==> src/hdl/isb_pkg.sv <==
// ----------------------------------------------------------------------------
// isb_pkg
// Shared types, constants and helpers for the indexed sprite blitter.
// ----------------------------------------------------------------------------
`default_nettype none

package isb_pkg;

  localparam int PALETTES    = 64;
  localparam int MAX_CANVAS  = 16384;
  localparam int PAL_ENTRIES = 256;
  localparam int PAL_AW      = $clog2(PALETTES);
  localparam int IDX_W       = $clog2(PAL_ENTRIES);
  localparam int MEM_AW      = PAL_AW + IDX_W;
  localparam int CANVAS_W    = 15;
  localparam int COORD_W     = 14;
  localparam int POS_W       = 18;
  localparam int ADDR_W      = 28;
  localparam int PROD_W      = COORD_W + CANVAS_W;

  localparam logic [31:0] OPAQUE    = 32'hFF00_0000;
  localparam logic [31:0] GREY_STEP = 32'h0001_0101;

  typedef enum logic {
    CMD_LOAD = 1'b0,
    CMD_DRAW = 1'b1
  } cmd_t;

  typedef enum logic [1:0] {
    CFG_CANVAS_WIDTH  = 2'd0,
    CFG_CANVAS_HEIGHT = 2'd1,
    CFG_PALETTE_COUNT = 2'd2
  } cfg_idx_t;

  // geometry and colour of one draw beat, before canvas clipping
  typedef struct packed {
    logic                    keep;
    logic signed [POS_W-1:0] dx;
    logic signed [POS_W-1:0] dy;
    logic [31:0]             color;
  } map_t;

  // clipped pixel, ready for the address multiply
  typedef struct packed {
    logic               keep;
    logic [COORD_W-1:0] row;
    logic [COORD_W-1:0] col;
    logic [31:0]        color;
  } clip_t;

  function automatic logic [CANVAS_W-1:0] clamp_canvas(input logic [CANVAS_W-1:0] v);
    logic [CANVAS_W-1:0] r;
    if (v == '0) begin
      r = CANVAS_W'(1);
    end else if (v > CANVAS_W'(MAX_CANVAS)) begin
      r = CANVAS_W'(MAX_CANVAS);
    end else begin
      r = v;
    end
    return r;
  endfunction

  function automatic logic [31:0] grey_color(input logic [IDX_W-1:0] idx);
    logic [31:0] g;
    g = OPAQUE | ({24'd0, idx} * GREY_STEP);
    return g;
  endfunction

endpackage

`default_nettype wire

==> src/hdl/isb_clip.sv <==
// ----------------------------------------------------------------------------
// isb_clip
// Drops pixels that fall outside the canvas.
// ----------------------------------------------------------------------------
`default_nettype none

module isb_clip (
  input  wire isb_pkg::map_t                   m,
  input  wire logic [isb_pkg::CANVAS_W-1:0]    canvas_w,
  input  wire logic [isb_pkg::CANVAS_W-1:0]    canvas_h,
  output isb_pkg::clip_t                       c
);
  import isb_pkg::*;

  logic in_x;
  logic in_y;

  always_comb begin
    in_x = !m.dx[POS_W-1] && (m.dx[POS_W-2:0] < {2'b00, canvas_w});
    in_y = !m.dy[POS_W-1] && (m.dy[POS_W-2:0] < {2'b00, canvas_h});
    c.keep  = m.keep && in_x && in_y;
    c.row   = m.dy[COORD_W-1:0];
    c.col   = m.dx[COORD_W-1:0];
    c.color = m.color;
  end

endmodule

`default_nettype wire

==> config.mk <==
export PLATFORM = sky130hd
export DESIGN_NAME = isb_clip
export DESIGN_NICKNAME = d
export VERILOG_FILES = /design/src/hdl/isb_pkg.sv /design/src/hdl/isb_clip.sv
export SDC_FILE = /design/constraint.sdc
export NUM_CORES = 1
export LEC_CHECK = 0
export ABC_AREA = 1
export BUFFER_PORTS_ARGS = -buffer_cell sky130_fd_sc_hd__buf_2
export CORE_MARGIN = 3
export CORE_UTILIZATION = 35
export DETAILED_ROUTE_END_ITERATION = 6
export GPL_TIMING_DRIVEN = 1
export PLACE_DENSITY = 0.87
export RECOVER_POWER = 100
export SYNTH_ARGS = -nofsm -noshare
export SYNTH_HDL_FRONTEND = slang
export SYNTH_SLANG_ARGS = --single-unit
==> constraint.sdc <==
create_clock -name vclk -period 2.2
set_input_delay 0.33 -clock vclk [all_inputs]
set_output_delay 0.33 -clock vclk [all_outputs]
set_load 0.02 [all_outputs]
==> flow_metrics.tcl <==
set metrics [dict create \
    run_status "completed" \
    layout_min_cycle_time_ns 1.873 \
    yosys.area.top_type_share_pct 35.26 \
    drive_gt1_share_pct 30.47 \
    wl_met2_um 1312 \
    endpoint "c[60]" \
    syn_nets 324 \
    wl_met1_um 867 \
    p_clk_share_pct 0 \
    wl_um 2577 \
    first_iter_violations 19 \
    critPathLaunch "m[58]" \
    yosysSeqAreaShare_pct 0 \
    gp_congestion 0.6653 \
    start_util_pct 37.40 \
    core-area_um2 3416 \
    p_sw_share_pct 55.68 \
    viasPerCell 4.283 \
    regArea_um2 0 \
    preCtsSetupSlack_ns 0.3092 \
    yosys.cell_types.count 19 \
    fmax_mhz 533.8 \
    slew_headroom_pct 81.90 \
    grt_usage_pct 10.63 \
    synth-warning-count 0 \
    drc_errors 0 \
    switchingPower_mw 0.1312 \
    utilization_pct 38.94 \
    first_pass_iters 2 \
    cp.required_ns 1.87 \
    setup_ws_ns 0.3265 \
    antenna_found_initial 0 \
    routedWlPerCell_um 9.237 \
    cellInternalPower_mw 0.1045 \
    synthCells 197 \
    avgSynthCellArea_um2 6.485 \
    pin_count 160 \
    worst_pin_slew_ns 0.2726 \
    crit_path_end_kind "output pin" \
    rows 21 \
    seq_cells 0 \
    cts_setup_buffers 0 \
    ant_nets 0 \
    fin_crit_sh_pct 85.16 \
    area_growth_pct 4.114 \
    ir_worst_vdd_v 0.00005948 \
    num_vias 1195 \
    cts_hold_buf 0 \
    path_max_fanout 2 \
    hold_path.class "primary input to output pin" \
    dieHeight_um 66.42 \
    path_class "primary input to output pin" \
    nClkBuffers 0 \
    synth_top_cell_by_area "buf_4" \
    detailed_place_hpwl_um 2531 \
    netlist_area_um2 1277 \
    setup_violations 0 \
    antenna_cells 0 \
    port_buffers 96 \
    drv_slew 0 \
    startpoint_type "primary input" \
    arrival_ns 1.54 \
    grt_pass1_wl_um 3884 \
    hold_viol_final 0 \
    dr_wl_met3_um 348 \
    nNetsFinal 362 \
    cts_resized 0 \
    drv_cap 0 \
    grt_pass1_vias 1002 \
    die-area_um2 4411 \
    rsz0062_at_grt "no" \
    ys_top_cells_by_area "buf_4, ha_1, inv_1" \
    p_comb_share_pct 100.0 \
    leakage_nw 0.8739 \
    top_layer_used "met4" \
    fp.dieW_um 66.42 \
    p_per_area_nw_per_um2 177.2 \
    grt_max_degree 4 \
    pwr-share-seq_pct 0 \
    overflow 0 \
    finalSetupTns_ns 0 \
]
metrics by stage:
step           std cells  hold WS (ns)  power, mW  area [µm²]
6_report             279        0.6600     0.2357        1330
4_1_cts              279        0.6601     0.2493        1365
3_3_place_gp         279        0.6601     0.2405        1365
5_1_grt              279        0.6600     0.2757        1330
2_1_floorplan        197        0.7726     0.2574        1277
3_5_place_dp         279        0.6601     0.2477        1365
cell usage after synthesis (all sizes together):
master / n
nor3b: 1
buf: 60
o21ai: 1
a21o: 1
nor2: 7
nor3: 2
o21bai: 1
inv: 41
o21a: 1
nand3: 3
nand3b: 1
ha: 28
nand2: 34
nor2b: 1
a21oi: 10
clkinv: 1
nand4: 4
how the worst min path moves through the flow:
stage / cells after the start / start / to / slack (ns)
6_report: 0 / m[11] / c[11] / 0.66
5_1_grt: 0 / m[11] / c[11] / 0.66
4_1_cts: 0 / m[0] / c[0] / 0.66
3_5_place_dp: 0 / m[0] / c[0] / 0.66
3_3_place_gp: 0 / m[0] / c[0] / 0.66
2_1_floorplan: 1 / m[0] / c[0] / 0.77
worst max-delay path: stages:
cell and delay (ns):
buf_2 0.10, ha_1 0.30, a21o_1 0.18, nor2_1 0.11, nand2_1 0.08, a21oi_2 0.11, nand4_1 0.08, nor2_1 0.09
clkbuf_2 0.17
logic make-up (layout without fill, tap and decap cells):
family                   after synthesis  after routing  synth area share, %
adder cells (fa/ha/maj)               28             28                27.42
AND/OR/NAND/NOR                       53             53                18.61
buffers and inverters                102            138                47.60
AO/OA/AOI/OAI                         14             14                6.366
placed cells by master, fill, tap and decap left out, drive strengths merged:
| master | instances |
|---|---|
| ha | 28 |
| nand2 | 34 |
| nand4 | 4 |
| buf | 67 |
| o21bai | 1 |
| o21ai | 1 |
| nor3b | 1 |
| nor2b | 1 |
| inv | 41 |
| a21o | 1 |
| o21a | 1 |
| nand3 | 3 |
| clkinv | 1 |
| nand3b | 1 |
| a21oi | 10 |
| nor2 | 7 |
| clkbuf | 29 |
| nor3 | 2 |
power by group through the flow:
stage,logic [mW],clock network [mW],registers [mW]
after global placement,0.240,0,0
after global routing,0.276,0,0
final,0.236,0,0
after CTS,0.249,0,0
after detailed placement,0.248,0,0
after floorplan,0.257,0,0
per-layer routing:
layer	track usage, %	up-vias
met3	1.701	8
met5	0	-
li1	-	623
met2	22.43	73
met1	10.40	491
met4	2.284	0
cell type report:
| type | instances | area [µm²] |
|---|---|---|
| Timing Repair Buffer | 96 | 445.4 |
| Fill cell | 391 | 2086 |
| Inverter | 42 | 157.7 |
| Tap cell | 46 | 57.56 |
| Multi-Input combinational cell | 95 | 669.4 |
Power figures use the tool's default switching activity.
