--- src/hdl/isb_pkg.sv ---
// ----------------------------------------------------------------------------
// isb_pkg
// Shared types, constants and helpers for the indexed sprite blitter.
// ----------------------------------------------------------------------------
`default_nettype none

package isb_pkg;

  localparam int PALETTES    = 64;
  localparam int MAX_CANVAS  = 16384;
  localparam int PAL_ENTRIES = 256;
  localparam int PAL_AW      = $clog2(PALETTES);
  localparam int IDX_W       = $clog2(PAL_ENTRIES);
  localparam int MEM_AW      = PAL_AW + IDX_W;
  localparam int CANVAS_W    = 15;
  localparam int COORD_W     = 14;
  localparam int POS_W       = 18;
  localparam int ADDR_W      = 28;
  localparam int PROD_W      = COORD_W + CANVAS_W;

  localparam logic [31:0] OPAQUE    = 32'hFF00_0000;
  localparam logic [31:0] GREY_STEP = 32'h0001_0101;

  typedef enum logic {
    CMD_LOAD = 1'b0,
    CMD_DRAW = 1'b1
  } cmd_t;

  typedef enum logic [1:0] {
    CFG_CANVAS_WIDTH  = 2'd0,
    CFG_CANVAS_HEIGHT = 2'd1,
    CFG_PALETTE_COUNT = 2'd2
  } cfg_idx_t;

  // geometry and colour of one draw beat, before canvas clipping
  typedef struct packed {
    logic                    keep;
    logic signed [POS_W-1:0] dx;
    logic signed [POS_W-1:0] dy;
    logic [31:0]             color;
  } map_t;

  // clipped pixel, ready for the address multiply
  typedef struct packed {
    logic               keep;
    logic [COORD_W-1:0] row;
    logic [COORD_W-1:0] col;
    logic [31:0]        color;
  } clip_t;

  function automatic logic [CANVAS_W-1:0] clamp_canvas(input logic [CANVAS_W-1:0] v);
    logic [CANVAS_W-1:0] r;
    if (v == '0) begin
      r = CANVAS_W'(1);
    end else if (v > CANVAS_W'(MAX_CANVAS)) begin
      r = CANVAS_W'(MAX_CANVAS);
    end else begin
      r = v;
    end
    return r;
  endfunction

  function automatic logic [31:0] grey_color(input logic [IDX_W-1:0] idx);
    logic [31:0] g;
    g = OPAQUE | ({24'd0, idx} * GREY_STEP);
    return g;
  endfunction

endpackage

`default_nettype wire

--- src/hdl/isb_map.sv ---
// ----------------------------------------------------------------------------
// isb_map
// Mirrors and offsets the source coordinates and picks the pixel colour.
// ----------------------------------------------------------------------------
`default_nettype none

module isb_map (
  input  wire logic                         command,
  input  wire logic [7:0]                   palette_number,
  input  wire logic [7:0]                   color_index,
  input  wire logic signed [15:0]           object_x,
  input  wire logic signed [15:0]           object_y,
  input  wire logic [14:0]                  object_width,
  input  wire logic [14:0]                  object_height,
  input  wire logic                         flip_horizontal,
  input  wire logic                         flip_vertical,
  input  wire logic [13:0]                  source_x,
  input  wire logic [13:0]                  source_y,
  input  wire logic [31:0]                  pal_data,
  input  wire logic [6:0]                   palette_count,
  output isb_pkg::map_t                     m
);
  import isb_pkg::*;

  logic [14:0] off_x;
  logic [14:0] off_y;
  logic        inside_src;
  logic        usable;

  // mirrored offsets wrap when the pixel is outside its object, but it is dropped then
  always_comb begin
    off_x = flip_horizontal ? (object_width - 15'd1 - {1'b0, source_x}) : {1'b0, source_x};
    off_y = flip_vertical ? (object_height - 15'd1 - {1'b0, source_y}) : {1'b0, source_y};
    inside_src = ({1'b0, source_x} < object_width) && ({1'b0, source_y} < object_height);
    usable = (palette_number < {1'b0, palette_count}) &&
             ({1'b0, palette_number} < 9'(PALETTES));

    m.keep  = (cmd_t'(command) == CMD_DRAW) && inside_src && (color_index != 8'd0);
    m.dx    = POS_W'(object_x) + $signed({3'b000, off_x});
    m.dy    = POS_W'(object_y) + $signed({3'b000, off_y});
    m.color = usable ? pal_data : grey_color(color_index);
  end

endmodule

`default_nettype wire

--- config.mk ---
export PLATFORM = sky130hd
export DESIGN_NAME = isb_map
export DESIGN_NICKNAME = d
export VERILOG_FILES = /design/src/hdl/isb_pkg.sv /design/src/hdl/isb_map.sv
export SDC_FILE = /design/constraint.sdc
export NUM_CORES = 1
export LEC_CHECK = 0
export BUFFER_PORTS_ARGS = -buffer_cell sky130_fd_sc_hd__buf_2
export CORE_MARGIN = 3
export CORE_UTILIZATION = 44
export DETAILED_ROUTE_END_ITERATION = 16
export GPL_TIMING_DRIVEN = 0
export PLACE_DENSITY = 0.83
export SLEW_MARGIN = 20
export SYNTH_ARGS = -nofsm -noshare
export SYNTH_HDL_FRONTEND = slang
export SYNTH_SLANG_ARGS = --single-unit
export TNS_END_PERCENT = 100
--- constraint.sdc ---
create_clock -name vclk -period 8
set_input_delay 2.4 -clock vclk [all_inputs]
set_output_delay 2.4 -clock vclk [all_outputs]
set_load 0.02 [all_outputs]
==> metrics.txt <==
unrepaired setup endpoints after global routing yes; number of port buffers around 220; met2 wire length around 6900 um; most frequent cells in the layout buf_2 (210), ha_1 (81), inv_1 (66); DRC viols 0; Iter 0 DRT Violations 146; via/cell ratio 5.40; layout cells sized above 1 0.419; Core Rows 34; Seq/Total Area, Yosys 0; core area 8980 um2; CP cell instances buf_8, inv_4, ha_4, buf_4, buf_4, a211oi_2, o21bai_1, a21o_1, xor2_1, nand2_1, o21ai_0, ha_1, o21ai_0, nor2_1, a2bb2oi_4, a221oi_4, a21oi_2, xor2_2, buf_6; placed insts about 910; Leak Pwr around 3.2 nW; final core utilization 0.666; syn avg cell area 7.37 um2; total power around 0.0007 W; NumNets Final about 1100; syn_nets ~810; crit start category input pin; I/O pin cnt approximately 220; Crit path max-delay family compound AO/OA/AOI/OAI gates; per-cell routed wire length approximately 15 um; HP Class in -> out; Final Cycle Share 1.00; count of cell types in the netlist 57; Seq. cell area 0 um2; highest metal used met4; Worst path depth 19; DRT met1 WL between 5000 and 6000 um; met3 wire len 849 um; Max Fclk about 0.13 GHz; Layout Cells excl Fill around 940; vias post-DR about 5100; cell area after synthesis ~4200 um2; CP Launch Point source_y[0]; largest net degree at the start of global routing 11; Die Wd 103 um; # clk buffers 0; Worst path max stage delay between 300 and 400 ps; Final Hold Viols 0; power per cell area between 100 and 150 nW/um2; Synth warnings 0; Slew Limit Headroom 0.593; Critical Setup Path Class in -> out; Initial Util 0.466; Worst Tran Pin Value just over 600 ps; max-cap check violation count 0; Ant. Diodes 0; DRT Pass-1 Iters 4; post-route ant nets 0; worst ir drop on vdd roughly 0.1 mV; total die area about 11000 um2; die height 103 um; CP Capture Point m[47]; cell at the slowest stage of the critical path ha_1; Buf+Inv Stages, Crit Path 5; outcome completed; GPL Wtd Cong around 0.9; Final Max Tran Viols 0; first-pass GRT wire length ~20000 um; final WL between 10000 and 15000 um; remaining global-route overflow 0; Layout area overhead 43.0%; Worst setup EP type output port; vias in the first global route 4663; num sequential 0; Post-DP HPWL 11000 um; Total GRT Usage 0.224; post-synthesis instance total approximately 570; initial antenna violation count 0; Worst EP arrival roughly 5600 ps; commonest non-fill, non-tap cell in the layout buf_2; crit path max fanout 4; Final min period between 7000 and 8000 ps; Req. time, crit path roughly 5600 ps; Setup Viol. Count Final 0
-- final cells by class --
class,instances,area [um2]
Tap cell,126,158
Fill cell,766,3000
Multi-Input combinational cell,485,4160
Timing Repair Buffer,244,1340
Buffer,13,62.6
Inverter,68,258
-- synth_stat cells (3+ instances only) --
master / instances / area (um2)
o21ai_0: 42 / 210
a21oi_1: 43 / 215
inv_1: 68 / 255
mux2_2: 25 / 282
o21bai_1: 10 / 75.1
a31o_2: 3 / 26.3
or2_2: 9 / 56.3
a211o_1: 5 / 43.8
nor2_1: 33 / 124
nand4_1: 5 / 31.3
clkbuf_1: 8 / 30.0
xor2_1: 17 / 149
nand3_1: 8 / 40.0
or3_1: 3 / 18.8
nand2_1: 30 / 113
ha_1: 92 / 1150
a31oi_1: 9 / 56.3
nand2b_1: 7 / 43.8
nor3_1: 12 / 60.1
a211oi_1: 13 / 97.6
o211ai_1: 7 / 52.6
a21o_1: 23 / 173
mux2i_1: 10 / 100
xnor2_1: 26 / 228
nor2b_1: 3 / 18.8
fa_1: 4 / 80.1
o21a_1: 12 / 90.1
-- timing repair --
item                       in CTS  in global routing
pin swaps                      24                 42
buffers inserted               13                 16
resized for setup              34                 42
setup endpoints to repair      14                 18
gates cloned                    0                  0
hold buffers                    0                  0
-- tightest hold or removal path, cell delays in order --
cell and delay, ps:
buf_2 110, xor2_2 70, buf_6 120
-- how the worst min path moves through the flow --
stage / start / endpoint / slack, ps / depth (start not counted)
floorplan: object_y[15] / m[47] / 4890 / 1
global placement: object_x[15] / m[65] / 5100 / 3
detailed placement: object_x[15] / m[65] / 5110 / 3
CTS: object_x[15] / m[65] / 5100 / 3
global route: object_y[15] / m[47] / 5120 / 3
finish: object_y[15] / m[47] / 5100 / 3
-- cell families (layout without fill, tap and decap cells) --
family | after synthesis | count (layout) | synth area share
mux | 36 | 36 | 0.0949
xor+xnor | 43 | 43 | 0.0901
buf+inv | 82 | 325 | 0.0778
simple gates | 124 | 124 | 0.147
compound gates | 186 | 186 | 0.296
fa+ha+maj | 96 | 96 | 0.295
-- metal layers --
metal / track usage / vias to the layer above
met2: 0.401 / 178
met4: 0.0339 / 0
met1: 0.293 / 2323
met3: 0.0235 / 23
li1: - / 2535
met5: 0 / -
-- per-stage QoR --
stage	worst slack (ps)	instance area (um2)	hold slack, ps	TNS (ps)
2_1_floorplan	48.1	4190	4890	0
3_3_place_gp	-346	5420	5100	-2250
3_5_place_dp	-358	5420	5110	-2460
4_1_cts	-2.57	5680	5100	-2.57
5_1_grt	-195	5980	5120	-655
6_report	2.29	5980	5100	0
-- where the power goes --
| part | total, W | internal (W) | switching [W] |
|---|---|---|---|
| combinational | 0.000701 | 0.000308 | 0.000392 |
| clock | 0 | 0 | 0 |
| sequential | 0 | 0 | 0 |
| total | 0.000701 | 0.000308 | 0.000392 |
Power figures use the tool's default switching activity.
